$ cat src/design/assert_macros.svh
// Assertion macros for the design files that check their own logic.
// Each check is clocked on the given edge and is switched off while reset is held.
`ifndef ASSERT_MACROS_SVH
`define ASSERT_MACROS_SVH
`ifndef SYNTHESIS
`define TMM_ASSERT(label, clk, rst_n, prop) \
  label: assert property (@(posedge clk) disable iff (!rst_n) (prop)) \
    else $error("tmm: assertion failed");
`define TMM_ASSERT_IMP(label, clk, rst_n, ante, cons) \
  label: assert property (@(posedge clk) disable iff (!rst_n) (ante) |-> (cons)) \
    else $error("tmm: assertion failed");
`else
`define TMM_ASSERT(label, clk, rst_n, prop)
`define TMM_ASSERT_IMP(label, clk, rst_n, ante, cons)
`endif
`endif

$ cat src/design/tmm_pkg.sv
package tmm_pkg;

  localparam int MaxDim     = 8;
  localparam int StoreDepth = MaxDim * MaxDim;
  localparam int AddrW      = $clog2(StoreDepth);
  localparam int DimW       = 4;
  localparam int PosW       = 3;
  localparam int ElemW      = 16;
  localparam int MulW       = 2 * ElemW;
  localparam int ProdW      = 36;
  localparam int RegIdxW    = 3;
  localparam int PaddrW     = RegIdxW + 2;

  // Register indexes on the configuration port.
  localparam logic [RegIdxW-1:0] RegARows = 3'd0;
  localparam logic [RegIdxW-1:0] RegACols = 3'd1;
  localparam logic [RegIdxW-1:0] RegBRows = 3'd2;
  localparam logic [RegIdxW-1:0] RegBCols = 3'd3;
  localparam logic [RegIdxW-1:0] RegFlipA = 3'd4;
  localparam logic [RegIdxW-1:0] RegFlipB = 3'd5;

  typedef enum logic [1:0] {
    OP_LOAD_A = 2'd0,
    OP_LOAD_B = 2'd1,
    OP_RUN    = 2'd2,
    OP_NONE   = 2'd3
  } op_e;

  typedef enum logic [1:0] {
    KIND_LOAD_A   = 2'd0,
    KIND_LOAD_B   = 2'd1,
    KIND_RUN      = 2'd2,
    KIND_MISMATCH = 2'd3
  } kind_e;

  typedef struct packed {
    logic [1:0]              operation;
    logic [AddrW-1:0]        index;
    logic signed [ElemW-1:0] element;
  } in_word_t;

  typedef struct packed {
    logic signed [ProdW-1:0] product;
    logic [PosW-1:0]         row;
    logic [PosW-1:0]         col;
    logic                    last;
    logic                    status;
  } out_word_t;

  typedef struct packed {
    logic [DimW-1:0] a_rows;
    logic [DimW-1:0] a_cols;
    logic [DimW-1:0] b_rows;
    logic [DimW-1:0] b_cols;
    logic            flip_a;
    logic            flip_b;
  } cfg_t;

  // Shape of one product run, fixed when the compute word is classified.
  typedef struct packed {
    logic [DimW-1:0] out_rows;
    logic [DimW-1:0] out_cols;
    logic [DimW-1:0] inner;
    logic [DimW-1:0] a_cols;
    logic [DimW-1:0] b_cols;
    logic            flip_a;
    logic            flip_b;
  } geom_t;

  typedef struct packed {
    kind_e                   kind;
    logic [AddrW-1:0]        index;
    logic signed [ElemW-1:0] element;
    geom_t                   geom;
  } job_t;

endpackage

$ cat src/design/tmm_front.sv
module tmm_front (
  input  logic                         clk_i,
  input  logic                         rst_ni,
  input  logic                         start,
  output logic                         busy,
  input  tmm_pkg::in_word_t            in_word_i,
  input  logic                         psel,
  input  logic                         penable,
  input  logic                         pwrite,
  input  logic [tmm_pkg::PaddrW-1:0]   paddr,
  input  logic [31:0]                  pwdata,
  output logic [31:0]                  prdata,
  output tmm_pkg::cfg_t                cfg_o,
  output tmm_pkg::job_t                job_o,
  output logic                         job_valid_o,
  input  logic                         job_pop_i
);
  import tmm_pkg::*;

  cfg_t                 cfg_q;
  job_t                 fifo_q [2];
  logic                 wr_ptr_q, rd_ptr_q;
  logic [1:0]           count_q;
  job_t                 job_d;
  logic                 push, pop;
  logic                 cfg_we;
  logic [RegIdxW-1:0]   reg_idx;
  logic                 dims_ok;
  logic [DimW-1:0]      inner_b;

  assign cfg_we  = psel && penable && pwrite;
  assign reg_idx = paddr[PaddrW-1:2];

  always_ff @(posedge clk_i or negedge rst_ni) begin
    if (!rst_ni) begin
      cfg_q.a_rows <= DimW'(1);
      cfg_q.a_cols <= DimW'(1);
      cfg_q.b_rows <= DimW'(1);
      cfg_q.b_cols <= DimW'(1);
      cfg_q.flip_a <= 1'b0;
      cfg_q.flip_b <= 1'b0;
    end else if (cfg_we) begin
      unique case (reg_idx)
        RegARows: cfg_q.a_rows <= pwdata[DimW-1:0];
        RegACols: cfg_q.a_cols <= pwdata[DimW-1:0];
        RegBRows: cfg_q.b_rows <= pwdata[DimW-1:0];
        RegBCols: cfg_q.b_cols <= pwdata[DimW-1:0];
        RegFlipA: cfg_q.flip_a <= pwdata[0];
        RegFlipB: cfg_q.flip_b <= pwdata[0];
        default: ;
      endcase
    end
  end

  always_comb begin
    prdata = '0;
    unique case (reg_idx)
      RegARows: prdata = 32'(cfg_q.a_rows);
      RegACols: prdata = 32'(cfg_q.a_cols);
      RegBRows: prdata = 32'(cfg_q.b_rows);
      RegBCols: prdata = 32'(cfg_q.b_cols);
      RegFlipA: prdata = 32'(cfg_q.flip_a);
      RegFlipB: prdata = 32'(cfg_q.flip_b);
      default:  prdata = '0;
    endcase
  end

  assign cfg_o = cfg_q;

  // Every stored dimension has to lie in one to eight, and the inner sizes must agree.
  assign dims_ok = (cfg_q.a_rows != '0) && (cfg_q.a_rows <= DimW'(MaxDim)) &&
                   (cfg_q.a_cols != '0) && (cfg_q.a_cols <= DimW'(MaxDim)) &&
                   (cfg_q.b_rows != '0) && (cfg_q.b_rows <= DimW'(MaxDim)) &&
                   (cfg_q.b_cols != '0) && (cfg_q.b_cols <= DimW'(MaxDim));
  assign inner_b = cfg_q.flip_b ? cfg_q.b_cols : cfg_q.b_rows;

  always_comb begin
    job_d.index         = in_word_i.index;
    job_d.element       = in_word_i.element;
    job_d.geom.out_rows = cfg_q.flip_a ? cfg_q.a_cols : cfg_q.a_rows;
    job_d.geom.inner    = cfg_q.flip_a ? cfg_q.a_rows : cfg_q.a_cols;
    job_d.geom.out_cols = cfg_q.flip_b ? cfg_q.b_rows : cfg_q.b_cols;
    job_d.geom.a_cols   = cfg_q.a_cols;
    job_d.geom.b_cols   = cfg_q.b_cols;
    job_d.geom.flip_a   = cfg_q.flip_a;
    job_d.geom.flip_b   = cfg_q.flip_b;
    job_d.kind          = KIND_MISMATCH;
    push                = 1'b0;
    unique case (in_word_i.operation)
      OP_LOAD_A: begin
        job_d.kind = KIND_LOAD_A;
        push       = 1'b1;
      end
      OP_LOAD_B: begin
        job_d.kind = KIND_LOAD_B;
        push       = 1'b1;
      end
      OP_RUN: begin
        job_d.kind = (dims_ok && (job_d.geom.inner == inner_b)) ? KIND_RUN : KIND_MISMATCH;
        push       = 1'b1;
      end
      default: push = 1'b0;
    endcase
    push = push && start && !busy;
  end

  assign busy        = (count_q == 2'd2);
  assign job_valid_o = (count_q != 2'd0);
  assign pop         = job_pop_i && job_valid_o;
  assign job_o       = fifo_q[rd_ptr_q];

  always_ff @(posedge clk_i) begin
    if (push) begin
      fifo_q[wr_ptr_q] <= job_d;
    end
  end

  always_ff @(posedge clk_i or negedge rst_ni) begin
    if (!rst_ni) begin
      wr_ptr_q <= 1'b0;
      rd_ptr_q <= 1'b0;
      count_q  <= 2'd0;
    end else begin
      if (push) begin
        wr_ptr_q <= !wr_ptr_q;
      end
      if (pop) begin
        rd_ptr_q <= !rd_ptr_q;
      end
      count_q <= count_q + 2'(push) - 2'(pop);
    end
  end

endmodule

$ cat src/design/tmm_back.sv
module tmm_back (
  input  logic               clk_i,
  input  logic               rst_ni,
  input  tmm_pkg::job_t      job_i,
  input  logic               job_valid_i,
  output logic               job_pop_o,
  output logic               out_valid_o,
  output tmm_pkg::out_word_t out_word_o
);
  import tmm_pkg::*;

  typedef enum logic [2:0] {
    ST_IDLE  = 3'b001,
    ST_ISSUE = 3'b010,
    ST_DRAIN = 3'b100
  } state_e;

  state_e                  state_q, state_d;
  logic [ElemW-1:0]        a_mem_q [StoreDepth];
  logic [ElemW-1:0]        b_mem_q [StoreDepth];
  logic signed [ElemW-1:0] a_rd_q, b_rd_q;
  logic signed [MulW-1:0]  mul_q;
  logic signed [ProdW-1:0] acc_q;
  logic                    rd_v_q, mul_v_q;
  geom_t                   geom_q;
  logic [PosW-1:0]         x_q, y_q, i_q, x_d, y_d, i_d;
  logic                    out_valid_q, out_valid_d;
  out_word_t               out_word_q, out_word_d;
  logic                    take, we_a, we_b, start_run, emit;
  logic                    i_end, y_end, x_end;
  logic [AddrW:0]          a_lin, b_lin;
  logic [AddrW-1:0]        a_addr, b_addr;

  assign job_pop_o = (state_q == ST_IDLE);
  assign take      = job_pop_o && job_valid_i;
  assign we_a      = take && (job_i.kind == KIND_LOAD_A);
  assign we_b      = take && (job_i.kind == KIND_LOAD_B);
  assign start_run = take && (job_i.kind == KIND_RUN);
  assign emit      = (state_q == ST_DRAIN) && !rd_v_q && !mul_v_q;

  assign i_end = ({1'b0, i_q} + DimW'(1)) == geom_q.inner;
  assign y_end = ({1'b0, y_q} + DimW'(1)) == geom_q.out_cols;
  assign x_end = ({1'b0, x_q} + DimW'(1)) == geom_q.out_rows;

  // Row-major positions of the two operands, with the transposes folded in.
  always_comb begin
    if (geom_q.flip_a) begin
      a_lin = ({4'b0, i_q} * {3'b0, geom_q.a_cols}) + {4'b0, x_q};
    end else begin
      a_lin = ({4'b0, x_q} * {3'b0, geom_q.a_cols}) + {4'b0, i_q};
    end
    if (geom_q.flip_b) begin
      b_lin = ({4'b0, y_q} * {3'b0, geom_q.b_cols}) + {4'b0, i_q};
    end else begin
      b_lin = ({4'b0, i_q} * {3'b0, geom_q.b_cols}) + {4'b0, y_q};
    end
  end
  assign a_addr = a_lin[AddrW-1:0];
  assign b_addr = b_lin[AddrW-1:0];

  always_ff @(posedge clk_i) begin
    if (we_a) begin
      a_mem_q[job_i.index] <= job_i.element;
    end
    a_rd_q <= a_mem_q[a_addr];
  end

  always_ff @(posedge clk_i) begin
    if (we_b) begin
      b_mem_q[job_i.index] <= job_i.element;
    end
    b_rd_q <= b_mem_q[b_addr];
  end

  always_ff @(posedge clk_i) begin
    mul_q <= a_rd_q * b_rd_q;
    if (start_run || emit) begin
      acc_q <= '0;
    end else if (mul_v_q) begin
      acc_q <= acc_q + ProdW'(mul_q);
    end
    if (start_run) begin
      geom_q <= job_i.geom;
    end
    out_word_q <= out_word_d;
  end

  always_comb begin
    state_d     = state_q;
    x_d         = x_q;
    y_d         = y_q;
    i_d         = i_q;
    out_valid_d = 1'b0;
    out_word_d  = out_word_q;
    unique case (state_q)
      ST_IDLE: begin
        if (start_run) begin
          x_d     = '0;
          y_d     = '0;
          i_d     = '0;
          state_d = ST_ISSUE;
        end else if (take && (job_i.kind == KIND_MISMATCH)) begin
          out_valid_d        = 1'b1;
          out_word_d.product = '0;
          out_word_d.row     = '0;
          out_word_d.col     = '0;
          out_word_d.last    = 1'b1;
          out_word_d.status  = 1'b1;
        end
      end
      ST_ISSUE: begin
        if (i_end) begin
          i_d     = '0;
          state_d = ST_DRAIN;
        end else begin
          i_d = i_q + PosW'(1);
        end
      end
      ST_DRAIN: begin
        if (emit) begin
          out_valid_d        = 1'b1;
          out_word_d.product = acc_q;
          out_word_d.row     = x_q;
          out_word_d.col     = y_q;
          out_word_d.last    = x_end && y_end;
          out_word_d.status  = 1'b0;
          if (y_end) begin
            y_d = '0;
            x_d = x_q + PosW'(1);
          end else begin
            y_d = y_q + PosW'(1);
          end
          state_d = (x_end && y_end) ? ST_IDLE : ST_ISSUE;
        end
      end
      default: state_d = ST_IDLE;
    endcase
  end

  always_ff @(posedge clk_i or negedge rst_ni) begin
    if (!rst_ni) begin
      state_q     <= ST_IDLE;
      x_q         <= '0;
      y_q         <= '0;
      i_q         <= '0;
      rd_v_q      <= 1'b0;
      mul_v_q     <= 1'b0;
      out_valid_q <= 1'b0;
    end else begin
      state_q     <= state_d;
      x_q         <= x_d;
      y_q         <= y_d;
      i_q         <= i_d;
      rd_v_q      <= (state_q == ST_ISSUE);
      mul_v_q     <= rd_v_q;
      out_valid_q <= out_valid_d;
    end
  end

  assign out_valid_o = out_valid_q;
  assign out_word_o  = out_word_q;

endmodule

$ cat src/design/transposable_matrix_multiply_core.sv
// With the back end idle, a word passes the queue; a load then goes to its store, a mismatch
// word is registered onto the outputs, and a run registers its first product after its terms
// are read, multiplied and summed. A load or mismatch frees the back end at once; a run, paced
// by the single multiply-accumulate path, holds it, and the two-word queue takes up to two more.
// Reset (rst_ni, asynchronous, active low) restores the default shape and empties the queue;
// the stores are not cleared. Each result word is shown for one cycle; the receiver cannot stall.
`include "assert_macros.svh"

module transposable_matrix_multiply_core (
  input  logic                       clk_i,
  input  logic                       rst_ni,
  input  logic                       start,
  output logic                       busy,
  input  tmm_pkg::in_word_t          in_word_i,
  output logic                       out_valid_o,
  output tmm_pkg::out_word_t         out_word_o,
  input  logic                       psel,
  input  logic                       penable,
  input  logic                       pwrite,
  input  logic [tmm_pkg::PaddrW-1:0] paddr,
  input  logic [31:0]                pwdata,
  output logic [31:0]                prdata,
  output logic                       pready
);
  import tmm_pkg::*;

  // Configuration as currently held by the front end.
  cfg_t            cfg;
  // Word travelling from the queue head to the execution side.
  job_t            job;
  logic            job_valid;
  logic            job_pop;
  // Expected shape of the product, used to check the final word of a run.
  logic [DimW-1:0] exp_rows, exp_cols;
  logic            mismatch_ok, good_last, corner_ok;

  // The register file never inserts wait states.
  assign pready = 1'b1;

  // The front end holds the registers, classifies each accepted word (load A, load B, product
  // run or shape mismatch) and parks it in a short queue.
  tmm_front u_front (
    .clk_i       (clk_i),
    .rst_ni      (rst_ni),
    .start       (start),
    .busy        (busy),
    .in_word_i   (in_word_i),
    .psel        (psel),
    .penable     (penable),
    .pwrite      (pwrite),
    .paddr       (paddr),
    .pwdata      (pwdata),
    .prdata      (prdata),
    .cfg_o       (cfg),
    .job_o       (job),
    .job_valid_o (job_valid),
    .job_pop_i   (job_pop)
  );

  // The back end owns both operand stores and walks the product one element at a time,
  // streaming one multiply per cycle into the accumulator while it issues an element's terms.
  tmm_back u_back (
    .clk_i       (clk_i),
    .rst_ni      (rst_ni),
    .job_i       (job),
    .job_valid_i (job_valid),
    .job_pop_o   (job_pop),
    .out_valid_o (out_valid_o),
    .out_word_o  (out_word_o)
  );

  assign exp_rows = cfg.flip_a ? cfg.a_cols : cfg.a_rows;
  assign exp_cols = cfg.flip_b ? cfg.b_rows : cfg.b_cols;

  assign mismatch_ok = out_word_o.last && (out_word_o.product == '0) &&
                       (out_word_o.row == '0) && (out_word_o.col == '0);
  assign good_last   = out_valid_o && !out_word_o.status && out_word_o.last;
  assign corner_ok   = (({1'b0, out_word_o.row} + 4'd1) == exp_rows) &&
                       (({1'b0, out_word_o.col} + 4'd1) == exp_cols);

  // A mismatch word is always a lone, empty, final word.
  `TMM_ASSERT_IMP(a_mismatch_shape, clk_i, rst_ni, out_valid_o && out_word_o.status, mismatch_ok)

  // The final word of a good run sits at the far corner of the configured product.
  `TMM_ASSERT_IMP(a_last_corner, clk_i, rst_ni, good_last, corner_ok)

  // The queue only fills by taking a word.
  `TMM_ASSERT_IMP(a_busy_rise, clk_i, rst_ni, $rose(busy), $past(start && !busy))

endmodule
$ cat config.mk
export PLATFORM = sky130hd
export DESIGN_NAME = transposable_matrix_multiply_core
export DESIGN_NICKNAME = d
export VERILOG_FILES = /design/src/design/tmm_pkg.sv /design/src/design/tmm_front.sv /design/src/design/tmm_back.sv /design/src/design/transposable_matrix_multiply_core.sv
export VERILOG_INCLUDE_DIRS = /design/src /design/src/design
export SDC_FILE = /design/constraint.sdc
export NUM_CORES = 2
export LEC_CHECK = 0
export ABC_AREA = 0
export BUFFER_PORTS_ARGS = -buffer_cell sky130_fd_sc_hd__buf_4
export CAP_MARGIN = 10
export CELL_PAD_IN_SITES_DETAIL_PLACEMENT = 1
export CELL_PAD_IN_SITES_GLOBAL_PLACEMENT = 2
export CORE_AREA = 5 5 485 487
export CTS_BUF_LIST = sky130_fd_sc_hd__clkbuf_4 sky130_fd_sc_hd__clkbuf_8
export DETAILED_ROUTE_END_ITERATION = 6
export DIE_AREA = 0 0 490 492
export MAX_ROUTING_LAYER = met4
export PLACE_DENSITY = 0.87
export SLEW_MARGIN = 25
export SYNTH_ARGS = -nofsm -noshare
export SYNTH_HDL_FRONTEND = slang
export SYNTH_SLANG_ARGS = --single-unit
$ cat constraint.sdc
create_clock -name clk_i -period 6.35 [get_ports clk_i]
set_input_delay 0 -clock clk_i [delete_from_list [all_inputs] [get_ports clk_i]]
set_output_delay 0 -clock clk_i [all_outputs]
set_load 0.05 [all_outputs]
# --- Word-level counts from Yosys, hierarchy flattened ---
# Memory sizes are Yosys's and may differ from the RTL's. A register that Yosys moved wholly into a read port is not among the register bits.
# Index checks and enable logic that the tools add are counted.
totals:
  memories: 3
  regBits: 171
  latchBits: 0
  out_inout_bits: 79
  in_bits: 67
  mem_bits_rw: 2140
  elab_cells: 165
  mem_bits_ro: 0
mem_list:
  columns: ["name", "depth", "word_bits", "rd", "rd_ports_with_merged_regs", "wr", "line", "text"]
  rows:
  - ["u_back.a_mem_q", 64, 16, 1, 1, 1, "tmm_back.sv:19", "logic [ElemW-1:0] a_mem_q [StoreDepth];"]
  - ["u_back.b_mem_q", 64, 16, 1, 1, 1, "tmm_back.sv:20", "logic [ElemW-1:0] b_mem_q [StoreDepth];"]
  - ["u_front.fifo_q", 2, 46, 1, 0, 1, "tmm_front.sv:21", "job_t fifo_q [2];"]
op_classes:
  n_div: 0
  add_sub_neg: 13
  n_lt_le_gt_ge: 4
  n_reduce_logical: 48
  eq_ne: 24
  mul: 5
  muxes: 38
  shift: 0
  n_bitwise: 0
ops:
  columns: ["cell", "count"]
  rows:
  - ["44-bit two-way mux", 3]
  - ["44-bit case mux with 2 select lines", 1]
  - ["36-bit by 32-bit adder with 36-bit output", 1]
  - ["16-bit by 16-bit multiplier with 32-bit output", 1]
  - ["3-bit two-way mux", 9]
  - ["6-bit by 3-bit adder with 6-bit output", 4]
  - ["3-bit by 4-bit multiplier with 6-bit output", 4]
  - ["4-bit case mux with 6 select lines", 1]
  - ["1-bit logical AND", 20]
  - ["3-bit case mux with 2 select lines", 3]
  - ["4-bit == test", 4]
  - ["4-bit <= comparator (second input constant)", 4]
  - ["4-bit two-way mux", 4]
  - ["4-bit nonzero test", 4]
  - ["2-bit AND reduction", 7]
  - ["3-bit by 1-bit adder with 4-bit output (second input constant)", 3]
  - ["6-bit two-way mux", 2]
  - ["1-bit two-way mux", 11]
  - ["3-bit by 1-bit adder with 3-bit output (second input constant)", 3]
  - ["3-bit by 2-bit == test with 1-bit output (second input constant)", 3]
  - ["3-bit == test (second input constant)", 3]
  - ["3-bit case mux with 3 select lines", 1]
  - ["2-bit == test (second input constant)", 4]
  - ["4-bit AND reduction", 2]
  - ["16 further kinds", 30]

# --- Longest topological paths before layout ---
logic_depth:
  word_depth: 11
  depth_mapped: 25
  depth_no_buf: 23

# --- Modules after synthesis ---
# From an unflattened synthesis, not the netlist that was laid out.
unflattened:
  cells_unflattened: 5951
  hier_area_um2: 103042.6
modules_own_cells:
  columns: ["mod", "n_inst", "area_each_um2", "cells_per_inst", "seq_area_each_um2"]
  rows:
  - ["tmm_back", 1, 98041.5, 5648, 65859.4]
  - ["tmm_front", 1, 4989.8, 301, 3318.2]
  - ["transposable_matrix_multiply_core", 1, 11.3, 2, 0.0]

# --- Worst setup path before layout ---
# No wires, ideal clock.
synth_timing:
  path_type: "register -> register"
  from: "register u_back.a_rd_q[15], read port of u_back.a_mem_q"
  to: "register u_back.mul_q[31]"
  synth_period_minus_slack_ps: 6214
  slack_ps: 136
  required_ps: 6229
  arrival_time_ps: 6093
  setup_time_ps: 121
  n_path_buf: 1
  stages_incl_launch_ff: 22
  path_cell_list: "dfxtp_1 clkbuf_1 nand2_1 inv_1 fa_1 fa_1 inv_1 fa_1 fa_1 fa_1 fa_1 inv_1 ha_1 and4_1 nand3_1 nor3_1 a21oi_2 a311oi_1 a2111oi_2 o21bai_1 a21oi_1 xnor2_1"
synth_via:
  elab_chain_cells: 1
synth_rtl:
  columns: ["element", "line", "text"]
  rows:
  - ["from (decl)", "tmm_back.sv:21", "logic signed [ElemW-1:0] a_rd_q, b_rd_q;"]
  - ["16-bit by 16-bit multiplier with 32-bit output", "tmm_back.sv:76", "mul_q <= a_rd_q * b_rd_q;"]
  - ["to (signal assigned)", "tmm_back.sv:76", null]
  - ["to (decl)", "tmm_back.sv:22", "logic signed [MulW-1:0] mul_q;"]
# Every way passes these cells.
# A chain may end at the register's enable or synchronous reset.

# --- Worst setup path in the final report ---
layout_timing:
  from: "register u_back.b_rd_q[9], read port of u_back.b_mem_q"
  to: "register u_back.mul_q[31]"
layout_via:
  elab_chain_cells: 1
layout_rtl:
  columns: ["element", "line"]
  rows:
  - ["from (decl)", "tmm_back.sv:21"]
  - ["16-bit by 16-bit multiplier with 32-bit output", "tmm_back.sv:76"]
# Every way passes these cells.

==> run metrics <==
Iteration-0 DRC Markers=6,026; starting density of the core=44.66%; Global Route Usage Sum=23.43%; Worst Hold Class=input pin to flop; RR Startpoint=u_back.b_rd_q[9]$_DFF_P_; Most Frequent Cell on Critical Path=fa_1; WL/cell=28.05 µm; CP Class=flop to flop; DPL Wire Length=170.4 mm; vias in the first global route=62,350; Slew HR=between 20% and 30%; clock skew=0.1232 ns; first-pass GRT wire length=414.5 mm; final hold vios=0; Post-synth EDFFs=2,206; Core Region=0.2310 mm²; Synth async-reset ratio=1.579%; worst path cell trace=buf_4, nand2_1, fa_1, inv_1, fa_1, fa_1, fa_1, fa_1, inv_1, fa_1, inv_1, ha_1, and4_2, nand3_1, nor3_1, a21oi_2, a311oi_2, a2111oi_2, o21bai_1, a21oi_1, xnor2_1; fin crit period=6.139 ns; Final ANT Viol Nets=0; htree depth=5; Layout Nets=7,027; Root Driver=clkbuf_8; share of layout cells above drive strength 1=approximately a quarter; CTS tree=yes; Sink Count=roughly 2,300; Main synth FF type=edfxtp_1; Worst-Margin Slew=1.120 ns; die width=490 µm; via count=roughly 57,000; mapped cell area=about 0.10 mm²; Final Wtd Congestion=0.8414; Tcrit/Tclk final=96.67%; Synth Register Bits=2,343; HP Start=in_word_i[6]; CP Capture Type=flop; drt drc=0; Worst path slowest cell=fa_1; Req. time, crit path=7.27 ns; Slew Viols, Final=0; Max Root-Sink Buffers=4; drt total wl=276.4 mm; ranking of synthesized cells by area=edfxtp_1, mux4_2, fa_1, nand2_1, ha_1; Max Cap Viol=0; area of the multi-input gates=0.03133 mm²; WP buf/inv=4; drt via density=5.824; FILL cells=21,740; GRT overflow=0; register area=0.06920 mm²; port buffer count=86; final setup vio count=0; Worst-Skew Late Latency=1.08 ns; top routing layer in use=met4; largest net degree at the start of global routing=130; Worst EP arrival=7.06 ns; worst setup path start=u_back.b_rd_q[9]$_DFF_P_; largest area contributor in the netlist=edfxtp_1; Final WS setup=0.2113 ns; row count=between 150 and 200; pre-CTS setup slack=-0.07322 ns; sequential-to-total area share from yosys stat=between 60% and 70%; Max FO, Critical Path=9; Met1 Routed Length=roughly 110 mm; initial antenna violation count=9; Hold Slack=between 0.2 and 0.3 ns; Netlist cell types=77; CP Launch Type=flop; delay-heaviest family, CP=adder cells; number of buffers created by CTS=388; Avg Cell Area, Syn=17.27 µm²; status=finished clean; CP max stage delay=approximately 0.58 ns; die height=492 µm; Fmax achieved=0.1629 GHz; # IOs=146; Warnings, synthesis=0; Layout area overhead=13.53%; full die area=0.2411 mm²; met3 routed WL=approximately 21 mm; Final Util=between 50% and 60%; detailed-router iteration count before antenna repair=6; clock transition at the registers of the reported paths=0.08 ns; Mapped Cells=5,972; Yosys top cell area share=64.22%; met2 WL=around 140 mm
## cell usage after synthesis, drive strengths merged (9+ instances only)
| cell type | instances |
|---|---|
| a311o | 32 |
| nand4 | 10 |
| a311oi | 33 |
| buf | 145 |
| a21oi | 70 |
| edfxtp | 2206 |
| o21bai | 12 |
| xor2 | 27 |
| and2 | 309 |
| mux2i | 39 |
| o211ai | 33 |
| o21a | 12 |
| a31oi | 73 |
| xnor2 | 78 |
| nand2b | 12 |
| a21o | 30 |
| nor3 | 16 |
| o21ai | 48 |
| fa | 279 |
| mux2 | 73 |
| nor2 | 233 |
| nor2b | 11 |
| ha | 162 |
| clkbuf | 174 |
| mux4 | 516 |
| nand3 | 55 |
| dfxtp | 100 |
| o32ai | 9 |
| dfrtp | 32 |
| inv | 378 |
| a211oi | 140 |
| nand2 | 549 |
## what timing repair did
action	CTS	global route
endpoints found under the hold margin	170	0
gates resized for setup	1	19
gates cloned	0	0
buffers inserted	0	1
setup endpoints to repair	1	5
pin swaps	0	2
hold buffers	83	0
## cells by family (layout without fill, tap and decap cells)
logic type      Yosys count  count (layout)  synth area share [%]
other cells               2              35              0.007281
compound gates          535             535                 3.732
mux                     628             628                 12.47
fa+ha+maj               441             441                 7.380
simple gates           1221            1221                 5.446
buf+inv                 697            1504                 3.011
flops                  2343            2343                 67.07
xor+xnor                105             105                0.8916
## tightest hold or removal path: stages
cell and delay (ns):
dlygate4sd3_1 0.54, buf_4 0.10, dlygate4sd3_1 0.57
## path summary, 6_finish.rpt
kind | slack (ns) | depth (start not counted) | end
max in group asynchronous | 5.47 | 5 | u_back.state_q[0]$_DFFE_PN1P_
min in group asynchronous | 0.58 | 5 | u_front.wr_ptr_q$_DFFE_PN0P_
hold reg to reg | 0.42 | 0 | u_back.mul_v_q$_DFF_PN0_
setup reg to reg | 0.21 | 21 | u_back.mul_q[31]$_DFF_P_
setup / recovery | 0.21 | 21 | u_back.mul_q[31]$_DFF_P_
hold / removal | 0.26 | 3 | u_front.fifo_q[1][28]$_DFFE_PP_
## flip-flops by register name, indices dropped and copies added (netlist names), 2 cells and up
name               flops
u_back.state_q         3
u_back.b_mem_q      1024
u_back.i_q             3
u_back.a_mem_q      1024
u_back.out_word_o     44
u_front.count_q        2
u_back.b_rd_q         16
u_front.fifo_q        92
u_back.geom_q         22
u_front.cfg_o         18
u_back.mul_q          32
u_back.acc_q          36
u_back.y_q             3
u_back.a_rd_q         16
u_back.x_q             3
## layer usage
layer	vias to the layer above	GRT usage [%]
met4	0	8.387
met1	30260	29.71
met2	2775	38.31
met3	553	4.063
met5	-	-
li1	23800	-
## placed cells by master, fill, tap and decap left out, drive strengths merged, types with 73 or more instances in the layout
cell / instances
dfxtp: 100
fa: 279
a31oi: 73
mux4: 516
dlygate4sd3: 82
nand2: 549
clkbuf: 523
a211oi: 140
xnor2: 78
and2: 309
nor2: 233
clkinv: 134
edfxtp: 2206
mux2: 73
inv: 379
ha: 162
buf: 367
## layout make-up
class | instances | share of cell area (%)
clock buffers | 523 | 5.500
repair buffers | 449 | 3.312
well taps | 3043 | 3.251
flip-flops and latches | 2343 | 59.09
clock inverters | 154 | 0.8601
inverters | 378 | 1.212
multi-input cells | 2959 | 26.76
diodes | 6 | 0.01282
## through the flow
stage / instance area (µm²) / instances / setup TNS [ns]
6_report: 117100 / 9855 / 0
5_1_grt: 117100 / 9853 / -0.03597
4_1_cts: 116900 / 9846 / 0
3_5_place_dp: 108600 / 9086 / -0.07322
3_3_place_gp: 108600 / 9086 / 0
2_1_floorplan: 103300 / 5999 / 0
Power is not shown: default switching activity piles up to over one toggle a cycle in this logic, so the estimate is an artifact.
